$ cat src/hdl/jubr_pkg.sv
// Package for the JPEG unstuffing bit reader: field widths, codes, shared types.
// No dependencies; compiled first.
package jubr_pkg;

   // Payload widths
   localparam int BYTE_W   = 8;
   localparam int COUNT_W  = 6;
   localparam int VALUE_W  = 32;
   localparam int STATUS_W = 2;
   localparam int RECENT_W = 16;
   localparam int POS_W    = 4;
   localparam int CHUNK_W  = 4;

   // Sizing defaults and limits
   localparam int DEFAULT_FIFO_DEPTH = 8;
   localparam int MAX_READ_BITS      = 32;

   // Operation codes
   localparam logic OP_PUSH = 1'b0;
   localparam logic OP_READ = 1'b1;

   // Status codes
   localparam logic [STATUS_W-1:0] ST_OK        = 2'd0;
   localparam logic [STATUS_W-1:0] ST_FULL      = 2'd1;
   localparam logic [STATUS_W-1:0] ST_UNDERFLOW = 2'd2;

   // Marker bytes
   localparam logic [RECENT_W-1:0] EOI_MARKER = 16'hFFD9;
   localparam logic [BYTE_W-1:0]   STUFF_LEAD = 8'hFF;
   localparam logic [BYTE_W-1:0]   STUFF_ZERO = 8'h00;

   // Bit position meaning "current byte used up, fetch needed"
   localparam logic [POS_W-1:0] POS_EMPTY = 4'd8;

   // Operands of the shared bit extract unit
   typedef struct packed {
      logic [BYTE_W-1:0]   cur;
      logic [POS_W-1:0]    pos;
      logic [COUNT_W-1:0]  rem;
      logic [VALUE_W-1:0]  value;
      logic [RECENT_W-1:0] recent;
   } sh_in_type;

   // Results of the shared bit extract unit
   typedef struct packed {
      logic [CHUNK_W-1:0]  taken;
      logic [VALUE_W-1:0]  value;
      logic [RECENT_W-1:0] recent;
   } sh_out_type;

endpackage

$ cat src/hdl/jubr_if.sv
// Valid/ready channel interfaces for request and response beats.
// Depends on jubr_pkg.
interface jubr_req_if;
   import jubr_pkg::*;
   logic                 valid;
   logic                 ready;
   logic                 operation;
   logic [BYTE_W-1:0]    byte_value;
   logic [COUNT_W-1:0]   bit_count;
   logic                 drop_stuffing;

   modport source (output valid, operation, byte_value, bit_count, drop_stuffing,
                   input ready);
   modport sink   (input valid, operation, byte_value, bit_count, drop_stuffing,
                   output ready);
endinterface

interface jubr_rsp_if;
   import jubr_pkg::*;
   logic                 valid;
   logic                 ready;
   logic [VALUE_W-1:0]   bits_value;
   logic [COUNT_W-1:0]   bits_taken;
   logic                 end_of_image;
   logic [STATUS_W-1:0]  status;

   modport source (output valid, bits_value, bits_taken, end_of_image, status,
                   input ready);
   modport sink   (input valid, bits_value, bits_taken, end_of_image, status,
                   output ready);
endinterface

$ cat src/hdl/jubr_ram.sv
// Generic single write port, single read port RAM with registered read data.
// No dependencies.
module jubr_ram #(
   parameter int WIDTH = 8,
   parameter int DEPTH = 8
) (
   input  logic                     clock,
   input  logic                     wr_en,
   input  logic [$clog2(DEPTH)-1:0] wr_addr,
   input  logic [WIDTH-1:0]         wr_data,
   input  logic                     rd_en,
   input  logic [$clog2(DEPTH)-1:0] rd_addr,
   output logic [WIDTH-1:0]         rd_data
);

   logic [WIDTH-1:0] mem_ff [DEPTH];
   logic [WIDTH-1:0] rd_data_ff;

   // Write port and registered read port
   always_ff @(posedge clock) begin
      if (wr_en) begin
         mem_ff[wr_addr] <= wr_data;
      end
      if (rd_en) begin
         rd_data_ff <= mem_ff[rd_addr];
      end
   end

   assign rd_data = rd_data_ff;

endmodule

$ cat src/hdl/jubr_shift_unit.sv
// Shared bit extract unit: takes as many bits as fit from the current byte
// and shifts them into the read value and the recent-bits window. Uses jubr_pkg.
module jubr_shift_unit (
   input  jubr_pkg::sh_in_type  sh_in,
   output jubr_pkg::sh_out_type sh_out
);
   import jubr_pkg::*;

   logic [POS_W-1:0]   avail;
   logic [CHUNK_W-1:0] take;
   logic [BYTE_W-1:0]  aligned;
   logic [BYTE_W-1:0]  chunk;

   // Bits left in the byte versus bits still wanted
   assign avail = POS_EMPTY - sh_in.pos;
   assign take  = (sh_in.rem < COUNT_W'(avail)) ? CHUNK_W'(sh_in.rem) : CHUNK_W'(avail);

   // MSB-first extraction: drop used bits, then right-align the chunk
   assign aligned = sh_in.cur << sh_in.pos[2:0];
   assign chunk   = aligned >> (CHUNK_W'(BYTE_W) - take);

   always_comb begin
      sh_out.taken  = take;
      sh_out.value  = (sh_in.value << take) | VALUE_W'(chunk);
      sh_out.recent = (sh_in.recent << take) | RECENT_W'(chunk);
   end

endmodule

$ cat src/hdl/jpeg_unstuffing_bit_reader_unit.sv
// Top level of the JPEG unstuffing bit reader: sequencer, byte FIFO, result register.
// Depends on jubr_pkg, jubr_if, jubr_ram and jubr_shift_unit.
//
// Usage:
//   req_bus carries one beat per operation. A push (operation 0) appends
//   byte_value to the byte FIFO; a read (operation 1) takes bit_count bits
//   (saturated at 32), MSB first, dropping a 0x00 that follows 0xFF when
//   drop_stuffing is set. Each request gives exactly one beat on rsp_bus
//   with bits_value, bits_taken, end_of_image and status.
//   A push passes from accept through the finish state to the response
//   beat. A read steps once per chunk of bits taken from one byte, and
//   fetches each byte from the FIFO through a fetch and a data state (a
//   dropped stuff byte costs one more fetch). The pace is set by the bit
//   extract unit, which handles at most one byte per cycle, and by the
//   registered read of the FIFO memory.
//   One request is in work at a time; req_bus.ready is high only while idle.
//   A failed read (too few bytes) changes no state and reports underflow.
//   Reset empties the FIFO, clears the recent-bits window and marks the
//   current byte as used up. No clearing pass is needed.
//   When the receiver stalls, the finished response waits in the output
//   register; the next request may be accepted meanwhile and its own result
//   is held until the register frees.
module jpeg_unstuffing_bit_reader_unit #(
   parameter int FIFO_DEPTH = jubr_pkg::DEFAULT_FIFO_DEPTH
) (
   input  logic       clock,
   input  logic       reset,
   jubr_req_if.sink   req_bus,
   jubr_rsp_if.source rsp_bus
);
   import jubr_pkg::*;

   localparam int AW = $clog2(FIFO_DEPTH);
   localparam int FW = $clog2(FIFO_DEPTH + 1);
   localparam int SW = FW + 1;
   localparam logic [FW-1:0] DEPTH_F  = FW'(FIFO_DEPTH);
   localparam logic [SW-1:0] DEPTH_S  = SW'(FIFO_DEPTH);
   localparam logic [AW-1:0] LAST_IDX = AW'(FIFO_DEPTH - 1);

   // Sequencer states
   localparam logic [2:0] S_IDLE   = 3'd0;
   localparam logic [2:0] S_STEP   = 3'd1;
   localparam logic [2:0] S_FETCH  = 3'd2;
   localparam logic [2:0] S_DATA   = 3'd3;
   localparam logic [2:0] S_FINISH = 3'd4;

   function automatic logic [AW-1:0] next_index(input logic [AW-1:0] idx);
      return (idx == LAST_IDX) ? '0 : idx + AW'(1);
   endfunction

   logic [2:0]          state_ff, state_in;

   // Committed reader state
   logic [AW-1:0]       head_ff, head_in;
   logic [FW-1:0]       fill_ff, fill_in;
   logic [BYTE_W-1:0]   cur_ff, cur_in;
   logic [POS_W-1:0]    pos_ff, pos_in;
   logic [RECENT_W-1:0] recent_ff, recent_in;

   // Working copy for a read in progress
   logic [AW-1:0]       w_head_ff, w_head_in;
   logic [FW-1:0]       w_fill_ff, w_fill_in;
   logic [BYTE_W-1:0]   w_cur_ff, w_cur_in;
   logic [POS_W-1:0]    w_pos_ff, w_pos_in;
   logic [RECENT_W-1:0] w_recent_ff, w_recent_in;
   logic [VALUE_W-1:0]  w_value_ff, w_value_in;
   logic [COUNT_W-1:0]  w_rem_ff, w_rem_in;
   logic                skip_ff, skip_in;
   logic                drop_ff, drop_in;

   // Pending result
   logic [VALUE_W-1:0]  res_value_ff, res_value_in;
   logic [COUNT_W-1:0]  res_taken_ff, res_taken_in;
   logic [STATUS_W-1:0] res_status_ff, res_status_in;

   // Output register
   logic                rsp_valid_ff, rsp_valid_in;
   logic [VALUE_W-1:0]  rsp_value_ff;
   logic [COUNT_W-1:0]  rsp_taken_ff;
   logic                rsp_eoi_ff;
   logic [STATUS_W-1:0] rsp_status_ff;
   logic                rsp_load;

   // FIFO memory and shared unit hookups
   logic                ram_wr_en;
   logic                ram_rd_en;
   logic [AW-1:0]       tail;
   logic [SW-1:0]       tail_sum;
   logic [BYTE_W-1:0]   ram_rd_data;
   logic [COUNT_W-1:0]  count_sat;
   sh_in_type           sh_in;
   sh_out_type          sh_out;

   // Tail index: head plus fill, wrapped once
   assign tail_sum = SW'(head_ff) + SW'(fill_ff);
   assign tail     = (tail_sum >= DEPTH_S) ? AW'(tail_sum - DEPTH_S) : AW'(tail_sum);

   assign count_sat = (req_bus.bit_count > COUNT_W'(MAX_READ_BITS)) ?
                      COUNT_W'(MAX_READ_BITS) : req_bus.bit_count;

   jubr_ram #(
      .WIDTH(BYTE_W),
      .DEPTH(FIFO_DEPTH)
   ) u_fifo_ram (
      .clock  (clock),
      .wr_en  (ram_wr_en),
      .wr_addr(tail),
      .wr_data(req_bus.byte_value),
      .rd_en  (ram_rd_en),
      .rd_addr(w_head_ff),
      .rd_data(ram_rd_data)
   );

   assign sh_in = '{cur: w_cur_ff, pos: w_pos_ff, rem: w_rem_ff,
                    value: w_value_ff, recent: w_recent_ff};

   jubr_shift_unit u_shift (
      .sh_in (sh_in),
      .sh_out(sh_out)
   );

   // Sequencer
   always_comb begin
      state_in      = state_ff;
      head_in       = head_ff;
      fill_in       = fill_ff;
      cur_in        = cur_ff;
      pos_in        = pos_ff;
      recent_in     = recent_ff;
      w_head_in     = w_head_ff;
      w_fill_in     = w_fill_ff;
      w_cur_in      = w_cur_ff;
      w_pos_in      = w_pos_ff;
      w_recent_in   = w_recent_ff;
      w_value_in    = w_value_ff;
      w_rem_in      = w_rem_ff;
      skip_in       = skip_ff;
      drop_in       = drop_ff;
      res_value_in  = res_value_ff;
      res_taken_in  = res_taken_ff;
      res_status_in = res_status_ff;
      ram_wr_en     = 1'b0;
      ram_rd_en     = 1'b0;
      rsp_load      = 1'b0;

      unique case (state_ff)
         S_IDLE: begin
            if (req_bus.valid) begin
               if (req_bus.operation == OP_PUSH) begin
                  res_value_in = '0;
                  res_taken_in = '0;
                  if (fill_ff == DEPTH_F) begin
                     res_status_in = ST_FULL;
                  end else begin
                     ram_wr_en     = 1'b1;
                     fill_in       = fill_ff + FW'(1);
                     res_status_in = ST_OK;
                  end
                  state_in = S_FINISH;
               end else begin
                  w_head_in    = head_ff;
                  w_fill_in    = fill_ff;
                  w_cur_in     = cur_ff;
                  w_pos_in     = pos_ff;
                  w_recent_in  = recent_ff;
                  w_value_in   = '0;
                  w_rem_in     = count_sat;
                  res_taken_in = count_sat;
                  skip_in      = 1'b0;
                  drop_in      = req_bus.drop_stuffing;
                  state_in     = S_STEP;
               end
            end
         end
         S_STEP: begin
            if (w_rem_ff == '0) begin
               // all bits in hand: commit the working copy
               head_in       = w_head_ff;
               fill_in       = w_fill_ff;
               cur_in        = w_cur_ff;
               pos_in        = w_pos_ff;
               recent_in     = w_recent_ff;
               res_value_in  = w_value_ff;
               res_status_in = ST_OK;
               state_in      = S_FINISH;
            end else if (w_pos_ff == POS_EMPTY) begin
               if (w_fill_ff == '0) begin
                  res_value_in  = '0;
                  res_taken_in  = '0;
                  res_status_in = ST_UNDERFLOW;
                  state_in      = S_FINISH;
               end else begin
                  state_in = S_FETCH;
               end
            end else begin
               w_value_in  = sh_out.value;
               w_recent_in = sh_out.recent;
               w_pos_in    = w_pos_ff + POS_W'(sh_out.taken);
               w_rem_in    = w_rem_ff - COUNT_W'(sh_out.taken);
            end
         end
         S_FETCH: begin
            ram_rd_en = 1'b1;
            w_head_in = next_index(w_head_ff);
            w_fill_in = w_fill_ff - FW'(1);
            state_in  = S_DATA;
         end
         S_DATA: begin
            // stuffed zero after 0xFF: throw it away, fetch once more untested
            if (drop_ff && !skip_ff && w_recent_ff[BYTE_W-1:0] == STUFF_LEAD &&
                ram_rd_data == STUFF_ZERO) begin
               skip_in = 1'b1;
               if (w_fill_ff == '0) begin
                  res_value_in  = '0;
                  res_taken_in  = '0;
                  res_status_in = ST_UNDERFLOW;
                  state_in      = S_FINISH;
               end else begin
                  state_in = S_FETCH;
               end
            end else begin
               w_cur_in = ram_rd_data;
               w_pos_in = '0;
               skip_in  = 1'b0;
               state_in = S_STEP;
            end
         end
         S_FINISH: begin
            if (!rsp_valid_ff || rsp_bus.ready) begin
               rsp_load = 1'b1;
               state_in = S_IDLE;
            end
         end
         default: begin
            state_in = S_IDLE;
         end
      endcase
   end

   assign req_bus.ready = (state_ff == S_IDLE);

   // Output register valid
   always_comb begin
      rsp_valid_in = rsp_valid_ff;
      if (rsp_load) begin
         rsp_valid_in = 1'b1;
      end else if (rsp_bus.ready) begin
         rsp_valid_in = 1'b0;
      end
   end

   // Control and reader state
   always_ff @(posedge clock) begin
      if (reset) begin
         state_ff     <= S_IDLE;
         head_ff      <= '0;
         fill_ff      <= '0;
         cur_ff       <= '0;
         pos_ff       <= POS_EMPTY;
         recent_ff    <= '0;
         rsp_valid_ff <= 1'b0;
      end else begin
         state_ff     <= state_in;
         head_ff      <= head_in;
         fill_ff      <= fill_in;
         cur_ff       <= cur_in;
         pos_ff       <= pos_in;
         recent_ff    <= recent_in;
         rsp_valid_ff <= rsp_valid_in;
      end
   end

   // Working copy and payload
   always_ff @(posedge clock) begin
      w_head_ff     <= w_head_in;
      w_fill_ff     <= w_fill_in;
      w_cur_ff      <= w_cur_in;
      w_pos_ff      <= w_pos_in;
      w_recent_ff   <= w_recent_in;
      w_value_ff    <= w_value_in;
      w_rem_ff      <= w_rem_in;
      skip_ff       <= skip_in;
      drop_ff       <= drop_in;
      res_value_ff  <= res_value_in;
      res_taken_ff  <= res_taken_in;
      res_status_ff <= res_status_in;
      if (rsp_load) begin
         rsp_value_ff  <= res_value_ff;
         rsp_taken_ff  <= res_taken_ff;
         rsp_eoi_ff    <= (recent_ff == EOI_MARKER);
         rsp_status_ff <= res_status_ff;
      end
   end

   assign rsp_bus.valid        = rsp_valid_ff;
   assign rsp_bus.bits_value   = rsp_value_ff;
   assign rsp_bus.bits_taken   = rsp_taken_ff;
   assign rsp_bus.end_of_image = rsp_eoi_ff;
   assign rsp_bus.status       = rsp_status_ff;

   // Checks
   a_fill_bound: assert property (@(posedge clock) disable iff (reset)
      fill_ff <= DEPTH_F)
      else $error("fifo fill above depth");

   a_pos_bound: assert property (@(posedge clock) disable iff (reset)
      pos_ff <= POS_EMPTY)
      else $error("bit position out of range");

   a_full_only_when_full: assert property (@(posedge clock) disable iff (reset)
      rsp_load && res_status_ff == ST_FULL |-> fill_ff == DEPTH_F)
      else $error("full status while fifo has room");

   a_fail_is_empty: assert property (@(posedge clock) disable iff (reset)
      rsp_valid_ff && rsp_status_ff != ST_OK |-> rsp_value_ff == '0 && rsp_taken_ff == '0)
      else $error("failed beat carries data");

   a_value_fits: assert property (@(posedge clock) disable iff (reset)
      rsp_valid_ff && rsp_taken_ff < COUNT_W'(VALUE_W) |->
         (rsp_value_ff >> rsp_taken_ff) == '0)
      else $error("bits_value wider than bits_taken");

endmodule
$ cat src/flat_wrapper.sv
// flat-port wrapper written by rule: the top's interface ports become plain ports
module jpeg_unstuffing_bit_reader_unit_flat import jubr_pkg::*;
#(
   parameter int FIFO_DEPTH = jubr_pkg::DEFAULT_FIFO_DEPTH
)
  (clock, reset, req_bus_valid, req_bus_operation, req_bus_byte_value, req_bus_bit_count, req_bus_drop_stuffing, req_bus_ready, rsp_bus_valid, rsp_bus_bits_value, rsp_bus_bits_taken, rsp_bus_end_of_image, rsp_bus_status, rsp_bus_ready);
  jubr_req_if req_bus_i ();
  jubr_rsp_if rsp_bus_i ();
  input  logic clock;
  input  logic reset;
  input wire logic [$bits(req_bus_i.valid)-1:0] req_bus_valid;
  input wire logic [$bits(req_bus_i.operation)-1:0] req_bus_operation;
  input wire logic [$bits(req_bus_i.byte_value)-1:0] req_bus_byte_value;
  input wire logic [$bits(req_bus_i.bit_count)-1:0] req_bus_bit_count;
  input wire logic [$bits(req_bus_i.drop_stuffing)-1:0] req_bus_drop_stuffing;
  output wire logic [$bits(req_bus_i.ready)-1:0] req_bus_ready;
  output wire logic [$bits(rsp_bus_i.valid)-1:0] rsp_bus_valid;
  output wire logic [$bits(rsp_bus_i.bits_value)-1:0] rsp_bus_bits_value;
  output wire logic [$bits(rsp_bus_i.bits_taken)-1:0] rsp_bus_bits_taken;
  output wire logic [$bits(rsp_bus_i.end_of_image)-1:0] rsp_bus_end_of_image;
  output wire logic [$bits(rsp_bus_i.status)-1:0] rsp_bus_status;
  input wire logic [$bits(rsp_bus_i.ready)-1:0] rsp_bus_ready;
  assign req_bus_i.valid = req_bus_valid;
  assign req_bus_i.operation = req_bus_operation;
  assign req_bus_i.byte_value = req_bus_byte_value;
  assign req_bus_i.bit_count = req_bus_bit_count;
  assign req_bus_i.drop_stuffing = req_bus_drop_stuffing;
  assign req_bus_ready = req_bus_i.ready;
  assign rsp_bus_valid = rsp_bus_i.valid;
  assign rsp_bus_bits_value = rsp_bus_i.bits_value;
  assign rsp_bus_bits_taken = rsp_bus_i.bits_taken;
  assign rsp_bus_end_of_image = rsp_bus_i.end_of_image;
  assign rsp_bus_status = rsp_bus_i.status;
  assign rsp_bus_i.ready = rsp_bus_ready;
  jpeg_unstuffing_bit_reader_unit #(.FIFO_DEPTH(FIFO_DEPTH)) u_core (.clock(clock), .reset(reset), .req_bus(req_bus_i), .rsp_bus(rsp_bus_i));
endmodule
$ cat config.mk
export PLATFORM = sky130hd
export DESIGN_NAME = jpeg_unstuffing_bit_reader_unit_flat
export DESIGN_NICKNAME = d
export VERILOG_FILES = /design/src/hdl/jubr_pkg.sv /design/src/hdl/jubr_if.sv /design/src/hdl/jubr_ram.sv /design/src/hdl/jubr_shift_unit.sv /design/src/hdl/jpeg_unstuffing_bit_reader_unit.sv /design/src/flat_wrapper.sv
export SDC_FILE = /design/constraint.sdc
export NUM_CORES = 1
export LEC_CHECK = 0
export BUFFER_PORTS_ARGS = -buffer_cell sky130_fd_sc_hd__buf_2
export CAP_MARGIN = 20
export CORE_MARGIN = 2
export CORE_UTILIZATION = 32
export DETAILED_ROUTE_END_ITERATION = 6
export GPL_TIMING_DRIVEN = 0
export HOLD_SLACK_MARGIN = 0.08
export PLACE_DENSITY = 0.46
export SETUP_SLACK_MARGIN = 0.1
export SYNTH_ARGS = -nofsm -noshare
export SYNTH_HDL_FRONTEND = slang
export SYNTH_SLANG_ARGS = --single-unit
$ cat constraint.sdc
create_clock -name clock -period 6.49 [get_ports clock]
set_input_delay 0.3245 -clock clock [delete_from_list [all_inputs] [get_ports clock]]
set_output_delay 0.3245 -clock clock [all_outputs]
set_load 0.05 [all_outputs]
* After elaboration in Yosys (flattened, before gate mapping)
Memories as Yosys holds them, arrays and structs flattened. A register that Yosys moved wholly into a read port is not among the register bits.
Index checks and enable logic that the tools add are counted.
** Operators by class
- Bitwise gates (word level) :: 2
- Reduce and logical (&&, ||, !) cells :: 26
- Shift operators :: 4
- Muxes and demuxes :: 85
- Add/subtract/negate cells :: 9
- Equality and inequality tests :: 21
- Order comparisons :: 3
** Operator list (number)
- 2-to-1 mux 32 bit :: 10
- case mux 32 bit (3 select lines) :: 1
- 2-to-1 mux 6 bit :: 11
- 2-to-1 mux 16 bit :: 4
- case mux 32 bit (2 select lines) :: 1
- 2-to-1 mux 4 bit :: 12
- 2-to-1 mux 3 bit :: 11
- bitwise OR 32 x 8 -> 32 bit :: 1
- case mux 16 bit (2 select lines) :: 1
- left shift 32 x 4 -> 32 bit :: 1
- 2-to-1 mux 8 bit :: 3
- AND reduction 5 bit :: 4
- case mux 6 bit (3 select lines) :: 1
- == test 16 bit (second input constant) :: 1
- bitwise OR 16 x 8 -> 16 bit :: 1
- case mux 4 bit (2 select lines) :: 2
- case mux 8 bit (2 select lines) :: 1
- left shift 16 x 4 -> 16 bit :: 1
- 2-to-1 mux 1 bit :: 15
- case mux 3 bit (5 select lines) :: 1
- inequality test 2 bit (second input constant) :: 7
- 2-to-1 mux 2 bit :: 6
- case mux 4 bit (3 select lines) :: 1
- case mux 6 bit (2 select lines) :: 1
- 36 further kinds :: 52
** Storage, ports and cells
- Memories kept :: 1
- RAM bits :: 64
- Word-level logic and storage cells :: 174
- Bits in registers :: 195
- Output and inout port bits :: 43
- Bits of input ports :: 20
** Memory list
- u_core.u_fifo_ram.mem_ff :: words 8, bits a word 8, read ports 1, clocked after memory_dff 1, wr ports 1, RTL line jubr_ram.sv:16 : logic [WIDTH-1:0] mem_ff [DEPTH];

* Longest topological paths before layout
Gate-level depths: netlist of the first run.
- Word-level depth :: 9
- Mapped depth :: 21
- Depth with buffers taken out :: 18

* Hierarchy
From an unflattened synthesis of the first run, not the netlist that was laid out.
** Unflattened totals
- Cells, all modules :: 1193
- Area total of the unflattened synthesis :: 13699.4 um^2
** Modules (own cells, without submodules)
- jpeg_unstuffing_bit_reader_unit :: seq. area each 5465.2 um^2, times used 1, area each 8057.7 um^2, cells an instance 650
- jubr_shift_unit :: seq. area each 0.0 um^2, times used 1, area each 2870.3 um^2, cells an instance 429
- jubr_ram :: seq. area each 2162.1 um^2, times used 1, area each 2771.4 um^2, cells an instance 114

* Worst setup path after synthesis of the first run
Ideal clock, no wire load.
- Path kind :: flip-flop to flip-flop
- Start point :: register u_core.state_ff[2]
- End point :: register u_core.res_status_ff[0] (enable)
- Slack :: 1299 ps
- Cell stages (with the launch flop) :: 5
- Required time :: 6013 ps
- Setup time :: 477 ps
- Path buffers :: 1
- Arrival :: 4714 ps
- Period minus slack after synthesis :: 5191 ps
- Cell sequence :: dfxtp_1 clkbuf_1 nor3_1 nand2_1 a211oi_1
** On the way
- Cells in the longest elaborated chain, start to end :: 3
** RTL lines
- start, declared :: RTL line jpeg_unstuffing_bit_reader_unit.sv:51 : logic [2:0] state_ff, state_in;
- start signal, assigned :: RTL line jpeg_unstuffing_bit_reader_unit.sv:263 : state_ff <= state_in;
- logical NOT 3 bit (*)
- via req_bus_ready :: RTL line flat_wrapper.sv:16 : output wire logic [$bits(req_bus_i.ready)-1:0] req_bus_ready;
- inequality test 2 bit (no line) or nonzero test 3 bit (tied branches)
- AND reduction 5 bit (no line) (*)
- end signal, assigned :: RTL line jpeg_unstuffing_bit_reader_unit.sv:286 : res_status_ff <= res_status_in;
- end, declared :: RTL line jpeg_unstuffing_bit_reader_unit.sv:74 : logic [STATUS_W-1:0] res_status_ff, res_status_in;
Mark *: on every way through the listed nets, which the timed path passes. The rest lies on a longest branch.
A chain may end at the register's enable or synchronous reset.

* Final worst setup path of the first run
- Start point :: register u_core.w_pos_ff[0]
- End point :: register u_core.w_rem_ff[5] (data pin)
** On the way
- Cells in the longest elaborated chain, start to end :: 7
** RTL lines
- start, declared :: RTL line jpeg_unstuffing_bit_reader_unit.sv:64 : logic [POS_W-1:0] w_pos_ff, w_pos_in;
- start signal, assigned :: RTL line jpeg_unstuffing_bit_reader_unit.sv:278 : w_pos_ff <= w_pos_in;
- subtractor 4 bit (*) :: RTL line jubr_shift_unit.sv:15 : assign avail = POS_EMPTY - sh_in.pos;
- less-than comparator 6 x 4 -> 1 bit :: RTL line jubr_shift_unit.sv:16 : assign take = (sh_in.rem < COUNT_W'(avail)) ? CHUNK_W'(sh_in.rem) : CHUNK_W'(avail);
- 2-to-1 mux 4 bit (*) :: RTL line jubr_shift_unit.sv:16
- subtractor 6 x 4 -> 6 bit (*) :: RTL line jpeg_unstuffing_bit_reader_unit.sv:199 : w_rem_in = w_rem_ff - COUNT_W'(sh_out.taken);
- 2-to-1 mux 6 bit (*) :: RTL line jpeg_unstuffing_bit_reader_unit.sv:186 : end else if (w_pos_ff == POS_EMPTY) begin
- 2-to-1 mux 6 bit (*) :: RTL line jpeg_unstuffing_bit_reader_unit.sv:176 : if (w_rem_ff == '0) begin
- case mux 6 bit (2 select lines) (*) :: RTL line jpeg_unstuffing_bit_reader_unit.sv:146 : unique case (state_ff)
- via u_core.w_rem_in[5] :: RTL line jpeg_unstuffing_bit_reader_unit.sv:67 : logic [COUNT_W-1:0] w_rem_ff, w_rem_in;
- end signal, assigned :: RTL line jpeg_unstuffing_bit_reader_unit.sv:281 : w_rem_ff <= w_rem_in;
- end, declared :: RTL line jpeg_unstuffing_bit_reader_unit.sv:67
Mark *: on every way through the listed nets, which the timed path passes. The rest lies on a longest branch. The select of a mux whose other input is x is not followed.

==> out/qor.yml, run 1 <==
crit_chain: "buf_6 > inv_1 > ha_1 > xnor2_1 > inv_1 > ha_1 > a21oi_1 > o21ai_0 > a2111o_1 > and3_1 > clkbuf_1 > clkinv_1 > buf_1 > ha_1 > mux2_2 > o211ai_1 > a211oi_1 > xnor2_1 > o21ai_0"
io_pins: 63
rows: 73
synthCells: 1068
async_reset_ff_frac: 0
maxSlewViolCount: 0
postSynthAreaPerCell_sq_um: 12.2
preCtsSetupSlack_ps: 1550
synth_nets: 1105
p_per_area_nw_per_um2: 572
worstMarginPinSlew_ps: 990
cpMostUsedCell: "ha_1"
ys_seq_area_frac: 0.587
root_buffer: "clkbuf_16"
critPathMaxStageDelay_ps: 560
area_growth_pct: 16.9
synth_adder_area_share: 0.0184
synth_top_family_by_area: "compound AO/OA/AOI/OAI gates"
cp.depth: 19
path_class: "flip-flop to flip-flop"
yosys.area_share.simple: 0.108
relSlewSlack: 0.338
die_h_um: 206
cp-end-kind: "flip-flop"
placed_area_sq_um: 14100
drc: 0
clk_pin_slew_ps: 60
p_leak_uw: 0.00540
outcome: "finished, final reports clean"
grtUsageTotal: 0.171
synthTopCellsByArea: "edfxtp_1 53%, mux2i_1 7.2%, dfxtp_1 6.0%"
fin_crit_ps: 5000
die-width_um: 206
antenna_found_initial: 1
ys.flop_type: "edfxtp_1"
cts_max_level: 1
routabilityCongestion: 0.857
grt_overflow_total: 0
netlist.area_leader.share: 0.527
drt_wl_total_um: 35400
grt_max_degree: 33
synth_area_sq_um: 13000
core_area_sq_um: 39900
synth-xor-area-share: 0.0101
dp_hpwl_um: 25700
max-cap-violations: 0
yosysTopAreaCell: "edfxtp_1"
r2r_cells: 19
ant_nets: 0
fmax_mhz: 200
vias: 9055
clock_skew_ps: 20.0
grt_pass1_wl_um: 55200
synth_cell_types: 73
vias_per_cell: 5.25
crit_fanout: 11
synth-compound-area-share: 0.125
total_power_uw: 8700
final_util: 0.381
first_pass_iters: 5
start_util: 0.326
yosysWarnings: 0
rrSetupSlack_ps: 1490
synth_mux_area_frac: 0.122
drtIter0Drc: 536
die-area_sq_um: 42200
synth_seq_cells: 267
cts_buffer_depth: 3
hold_violations: 0
cts_tree: "built"
grt_pass1_vias: 9220
ir_drop_mv: 0.225
stdcell_area_sq_um: 15200
setup_viol: 0
ctsResizeCount: 0
synth_edf_count: 228
clk-insertion-delay-late_ps: 580
critPathLaunchType: "flip-flop"
holdCritPathClass: "input pin to flip-flop"
drive_gt1_frac: 0.163
io_buffers: 60
path_buf_inv: 6
wl_per_cell_um: 20.5
crit_family: "buffers and inverters"
numCtsBuffers: 31
post-cts-setup-buffer-count: 0
holdPathStages: 4
arrival_ps: 5300
cp.required_ps: 6790
rsz0062_at_grt: "false"
fin_nets: 1214
setup_ws_ps: 1490
cp_slowest_cell: "buf_1"
min_period_over_period: 0.770
clock-sinks: 267
hold_buffers: 11
==> registers in the layout, indices dropped and copies added (netlist names), 4 cells and up <==
signal and cells:
u_core.fill_ff 4, u_core.pos_ff 4, u_core.w_value_ff 32, u_core.res_value_ff 32, u_core.rsp_bus.bits_taken 6, u_core.rsp_bus.bits_value 32
u_core.res_taken_ff 6, u_core.w_recent_ff 16, u_core.recent_ff 16, u_core.cur_ff 8, u_core.w_cur_ff 8, u_core.u_fifo_ram.rd_data 8
u_core.w_rem_ff 6, u_core.w_pos_ff 4, u_core.u_fifo_ram.mem_ff 64, u_core.w_fill_ff 4
==> synthesized netlist by cell type (4+ instances only) <==
| master | instances |
|---|---|
| buf_6 | 5 |
| nor3_1 | 15 |
| xor2_1 | 5 |
| o21ai_1 | 4 |
| ha_1 | 15 |
| o22ai_1 | 19 |
| a22o_1 | 34 |
| buf_1 | 4 |
| nand3b_1 | 8 |
| xnor2_1 | 10 |
| nor4_1 | 7 |
| nand2_1 | 162 |
| mux2i_1 | 94 |
| dfxtp_1 | 39 |
| clkbuf_1 | 42 |
| edfxtp_1 | 228 |
| or3_1 | 6 |
| nand2b_1 | 9 |
| mux4_2 | 18 |
| nand4_1 | 6 |
| a211oi_1 | 5 |
| nor3b_1 | 6 |
| nand3_1 | 16 |
| buf_2 | 14 |
| a221oi_1 | 4 |
| o31ai_1 | 5 |
| mux2_2 | 21 |
| nor2_1 | 47 |
| a22oi_1 | 21 |
| inv_1 | 15 |
| a21o_1 | 4 |
| o211ai_1 | 6 |
| a21oi_1 | 60 |
| a32oi_1 | 4 |
| nor2b_1 | 7 |
| o21ai_0 | 46 |
==> logic make-up (layout without fill, tap and decap cells) <==
logic type,Yosys count,after routing
simple gates,307,307
flops,267,267
compound gates,241,241
mux,133,133
buf+inv,87,219
fa+ha+maj,18,18
xor+xnor,15,15
other cells,0,1
==> final timing paths <==
path	from	end
worst max-delay path	u_core.w_pos_ff[0]	u_core.w_rem_ff[5]
worst min-delay path	rsp_bus_ready	u_core.state_ff[2]
worst max register to register	u_core.w_pos_ff[0]	u_core.w_rem_ff[5]
worst min register to register	u_core.res_taken_ff[4]	u_core.rsp_bus.bits_taken[4]
==> worst min-delay path: cells and delay by family <==
family	cells	cell delay (ps)
AOI/OAI and AO/OA	1	60
buffers and inverters	1	70
and+or+nand+nor	2	160
==> stage by stage <==
stage | TNS, ps | cells | hold slack [ps]
2_1_floorplan | 0 | 1068 | 400
3_3_place_gp | -3260 | 1653 | 404
3_5_place_dp | 0 | 1657 | 411
4_1_cts | 0 | 1724 | 81.6
5_1_grt | 0 | 1726 | 119
6_report | 0 | 1726 | 105
==> power breakdown <==
group | switching (uW) | internal (uW) | total (uW) | leakage [uW]
combinational | 2820 | 1470 | 4290 | 0.00246
clock | 700 | 1040 | 1740 | 0.000489
sequential | 250 | 2410 | 2660 | 0.00246
total | 3770 | 4930 | 8700 | 0.00540
==> routing by layer <==
metal | vias up | GRT usage | part of all wire
met1 | 4435 | 0.221 | 0.43
met5 | - | 0 | 0
met4 | 0 | 0.0653 | 0.038
met3 | 69 | 0.0234 | 0.041
li1 | 4296 | - | -
met2 | 255 | 0.290 | 0.49
==> cell type report <==
class	instances	area [sq um]
Buffer	68	322
Tap cell	525	657
Timing Repair Buffer	76	482
Clock buffer	39	816
Antenna cell	1	2.50
Inverter	19	73.8
Clock inverter	17	193
Fill cell	3854	24700
Multi-Input combinational cell	714	5020
Sequential cell	267	7630
==> cell usage in the layout, fill, tap and decap left out, drive strengths merged, types with 4 or more instances in the layout <==
cell type	netlist	layout
nand2b	9	9
nand2	162	162
ha	15	15
inv	17	18
or3	6	6
nor3	16	16
xor2	5	5
a32oi	4	4
dlygate4sd3	0	11
bufinv	0	4
mux4	18	18
xnor2	10	10
mux2i	94	94
or2	4	4
nand4	6	6
a21oi	61	61
nand3b	8	8
nand3	16	16
o31ai	5	5
o211ai	7	7
nor2b	7	7
buf	26	91
dfxtp	39	39
clkinv	2	12
a22oi	21	21
mux2	21	21
clkbuf	42	81
nor4	7	7
a21o	4	4
nor3b	6	6
a211oi	6	6
o21ai	52	52
nor2	50	50
edfxtp	228	228
a221oi	4	4
o22ai	19	19
a22o	34	34
No activity file was read; power rests on OpenSTA's default activity.
==> run 2: changes to the inputs <==
Settings changed: ABC_AREA set to 1, PLACE_DENSITY 0.46 to 0.48.
Clock period 6.49 ns to 4.3 ns, I/O delays scaled along.
==> run 2 against run 1 <==
Compared with the run above:
- maximum frequency up 31%
- via count increased by 24%
- design area rose by 4.2%
- cell count up 24%
- clock skew is 4.8 ps lower
- sequential cell count stayed put
- critical path depth rose by 1
- sequential share of layout area down 2.0 points
- critical endpoint is now u_core.w_pos_ff[3]
==> out/qor.yml, run 2 <==
fin_nets: 1616
cts_max_level: 1
start_util: 0.324
critPathLaunchType: "flip-flop"
cp.required_ps: 4620
core_area_sq_um: 41900
insertedDiodeCount: 0
root_buffer: "clkbuf_16"
fin_crit_ps: 3820
hp-start: "req_bus_valid"
synth_area_sq_um: 13600
io_buffers: 61
hold-worst-slack_ps: 206
drtIter0Drc: 918
layout_common_cells: "265 x nand2_1, 228 x edfxtp_1, 212 x nand3_1"
r2r_end: "u_core.w_pos_ff[3]"
drc: 0
min_period_over_period: 0.889
synth_seq_cells: 267
grt_pass1_vias: 10900
holdPathEnd: "u_core.drop_ff"
drt_wl_total_um: 42900
synth_edf_count: 228
dp_hpwl_um: 31900
crit-reg2reg-launch: "u_core.w_pos_ff[0]"
path_class: "flip-flop to flip-flop"
path_buf_inv: 5
die-width_um: 210
setup_viol: 0
routabilityCongestion: 0.906
grtUsageTotal: 0.194
crit_chain: "buf_4 > inv_4 > ha_1 > xnor2_2 > inv_1 > ha_1 > nand2_1 > nand2_1 > nand2_4 > nand2_4 > nand2_1 > nand2_2 > clkbuf_4 > buf_4 > ha_1 > a21oi_1 > nand2_1 > xor2_1 > a22oi_1 > o21ai_0"
outcome: "finished, final reports clean"
cpMostUsedCell: "nand2_1"
largest_register_ffs: 64
placed_area_sq_um: 14600
clk-insertion-delay-late_ps: 590
max-cap-violations: 0
maxSlewViolCount: 0
cts_buffer_depth: 3
yosysWarnings: 0
cp-end-kind: "flip-flop"
first_pass_iters: 5
rrSetupSlack_ps: 480
largest-register: "u_core.u_fifo_ram.mem_ff"
clk_pin_slew_ps: 60
synthCells: 1460
relSlewSlack: 0.324
ant_nets: 0
final_common_cell: "nand2_1"
crit_family: "buffers and inverters"
synth_cell_types: 48
ys.flop_type: "edfxtp_1"
io_pins: 63
critPathMaxStageDelay_ps: 400
stdcell_area_sq_um: 15800
die-area_sq_um: 44100
area_growth_pct: 16.6
cts_tree: "built"
grt_overflow_total: 0
antenna_found_initial: 0
hold_violations: 0
synthTopCellsByCount: "265 x nand2_1, 228 x edfxtp_1, 212 x nand3_1"
worstMarginPinSlew_ps: 1010
holdCritPathClass: "input pin to flip-flop"
grt_max_degree: 34
holdPathStages: 5
die_h_um: 210
netlist.area_leader.share: 0.504
wl_per_cell_um: 20.1
rows: 75
fmax_mhz: 262
numCtsBuffers: 31
crit_fanout: 16
ys_seq_area_frac: 0.562
postSynthAreaPerCell_sq_um: 9.30
async_reset_ff_frac: 0
drive_gt1_frac: 0.126
r2r_cells: 20
synthTopCellsByArea: "edfxtp_1 50%, nand3_1 7.8%, nand2_1 7.3%"
arrival_ps: 4140
rsz0062_at_grt: "false"
clock_skew_ps: 15.1
clock-sinks: 267
vias_per_cell: 5.26
grt_pass1_wl_um: 65400
synth_nets: 1497
yosysTopAreaCell: "edfxtp_1"
synth.most_common_cell: "nand2_1"
cp_slowest_cell: "edfxtp_1"
vias: 11200
## run 2: cell count changes after synthesis, sizes merged, moves of 11 or more
cell / delta
a22oi: -20
nand2: +126
o21ai: +99
mux4: -18
nand3: +197
nor2: +79
mux2: -21
a22o: -33
mux2i: -94
nor3: -11
inv: +103
a21oi: -24
o211ai: +65
buf: +17
## run 2: routing by layer
layer	GRT usage	vias up	wire (um)
met5	0	-	0
met4	0.0560	0	1220
met1	0.259	5366	19100
met3	0.0311	86	2630
met2	0.325	392	20000
li1	-	5403	-
## run 2: stage by stage
stage / utilization / worst slack, ps / TNS [ps] / instances
final: 0.377 / 477 / 0 / 2140
after global routing: 0.377 / 230 / 0 / 2140
after CTS: 0.377 / 108 / 0 / 2137
after detailed placement: 0.349 / -75.4 / -75.4 / 2064
after global placement: 0.347 / -75.8 / -2440 / 2060
after floorplan: - / 718 / 0 / 1460
## run 2: kinds of logic (layout without fill, tap and decap cells)
logic type	count (synthesis)	after routing	share of synthesized area
simple gates	663	663	0.218
fa+ha+maj	17	17	0.0168
xor+xnor	7	7	0.00452
compound gates	301	301	0.134
buf+inv	205	346	0.0654
flops	267	267	0.562
## run 2: worst register-to-register path, stage by stage (launching register included)
cell and delay (ps):
edfxtp_1 400, buf_4 200, inv_4 160, ha_1 240, xnor2_2 160, inv_1 70
ha_1 270, nand2_1 50, nand2_1 90, nand2_4 90, nand2_4 140, nand2_1 80
nand2_2 180, clkbuf_4 270, buf_4 260, ha_1 300, a21oi_1 130, nand2_1 80
xor2_1 150, a22oi_1 140, o21ai_0 100
## run 2: layout make-up
type | count | area [sq um]
Fill cell | 4278 | 26100
Sequential cell | 267 | 7630
Clock inverter | 17 | 174
Timing Repair Buffer | 87 | 578
Buffer | 79 | 417
Tap cell | 539 | 674
Multi-Input combinational cell | 988 | 5080
Clock buffer | 38 | 802
Inverter | 125 | 475
## run 2: worst max-delay path by stage
stage	slack [ps]	endpoint	cells past startpoint	from
global route	230	u_core.w_pos_ff[3]	20	u_core.w_pos_ff[0]
detailed placement	-80	u_core.w_pos_ff[3]	21	u_core.w_pos_ff[0]
floorplan	720	u_core.w_pos_ff[3]	21	u_core.w_pos_ff[0]
CTS	110	u_core.w_pos_ff[3]	20	u_core.w_pos_ff[1]
global placement	-80	u_core.res_value_ff[14]	7	u_core.w_recent_ff[0]
finish	480	u_core.w_pos_ff[3]	20	u_core.w_pos_ff[0]
## run 2: timing repair
item | 4_1_cts | 5_1_grt
endpoints found under the setup margin | 1 | 5
hold endpoints to repair | 85 | 0
buffers inserted | 0 | 3
resized for setup | 1 | 3
hold buffers | 19 | 0
Power of run 2 is not shown: default switching activity piles up to over one toggle a cycle in this logic, so the estimate is an artifact.
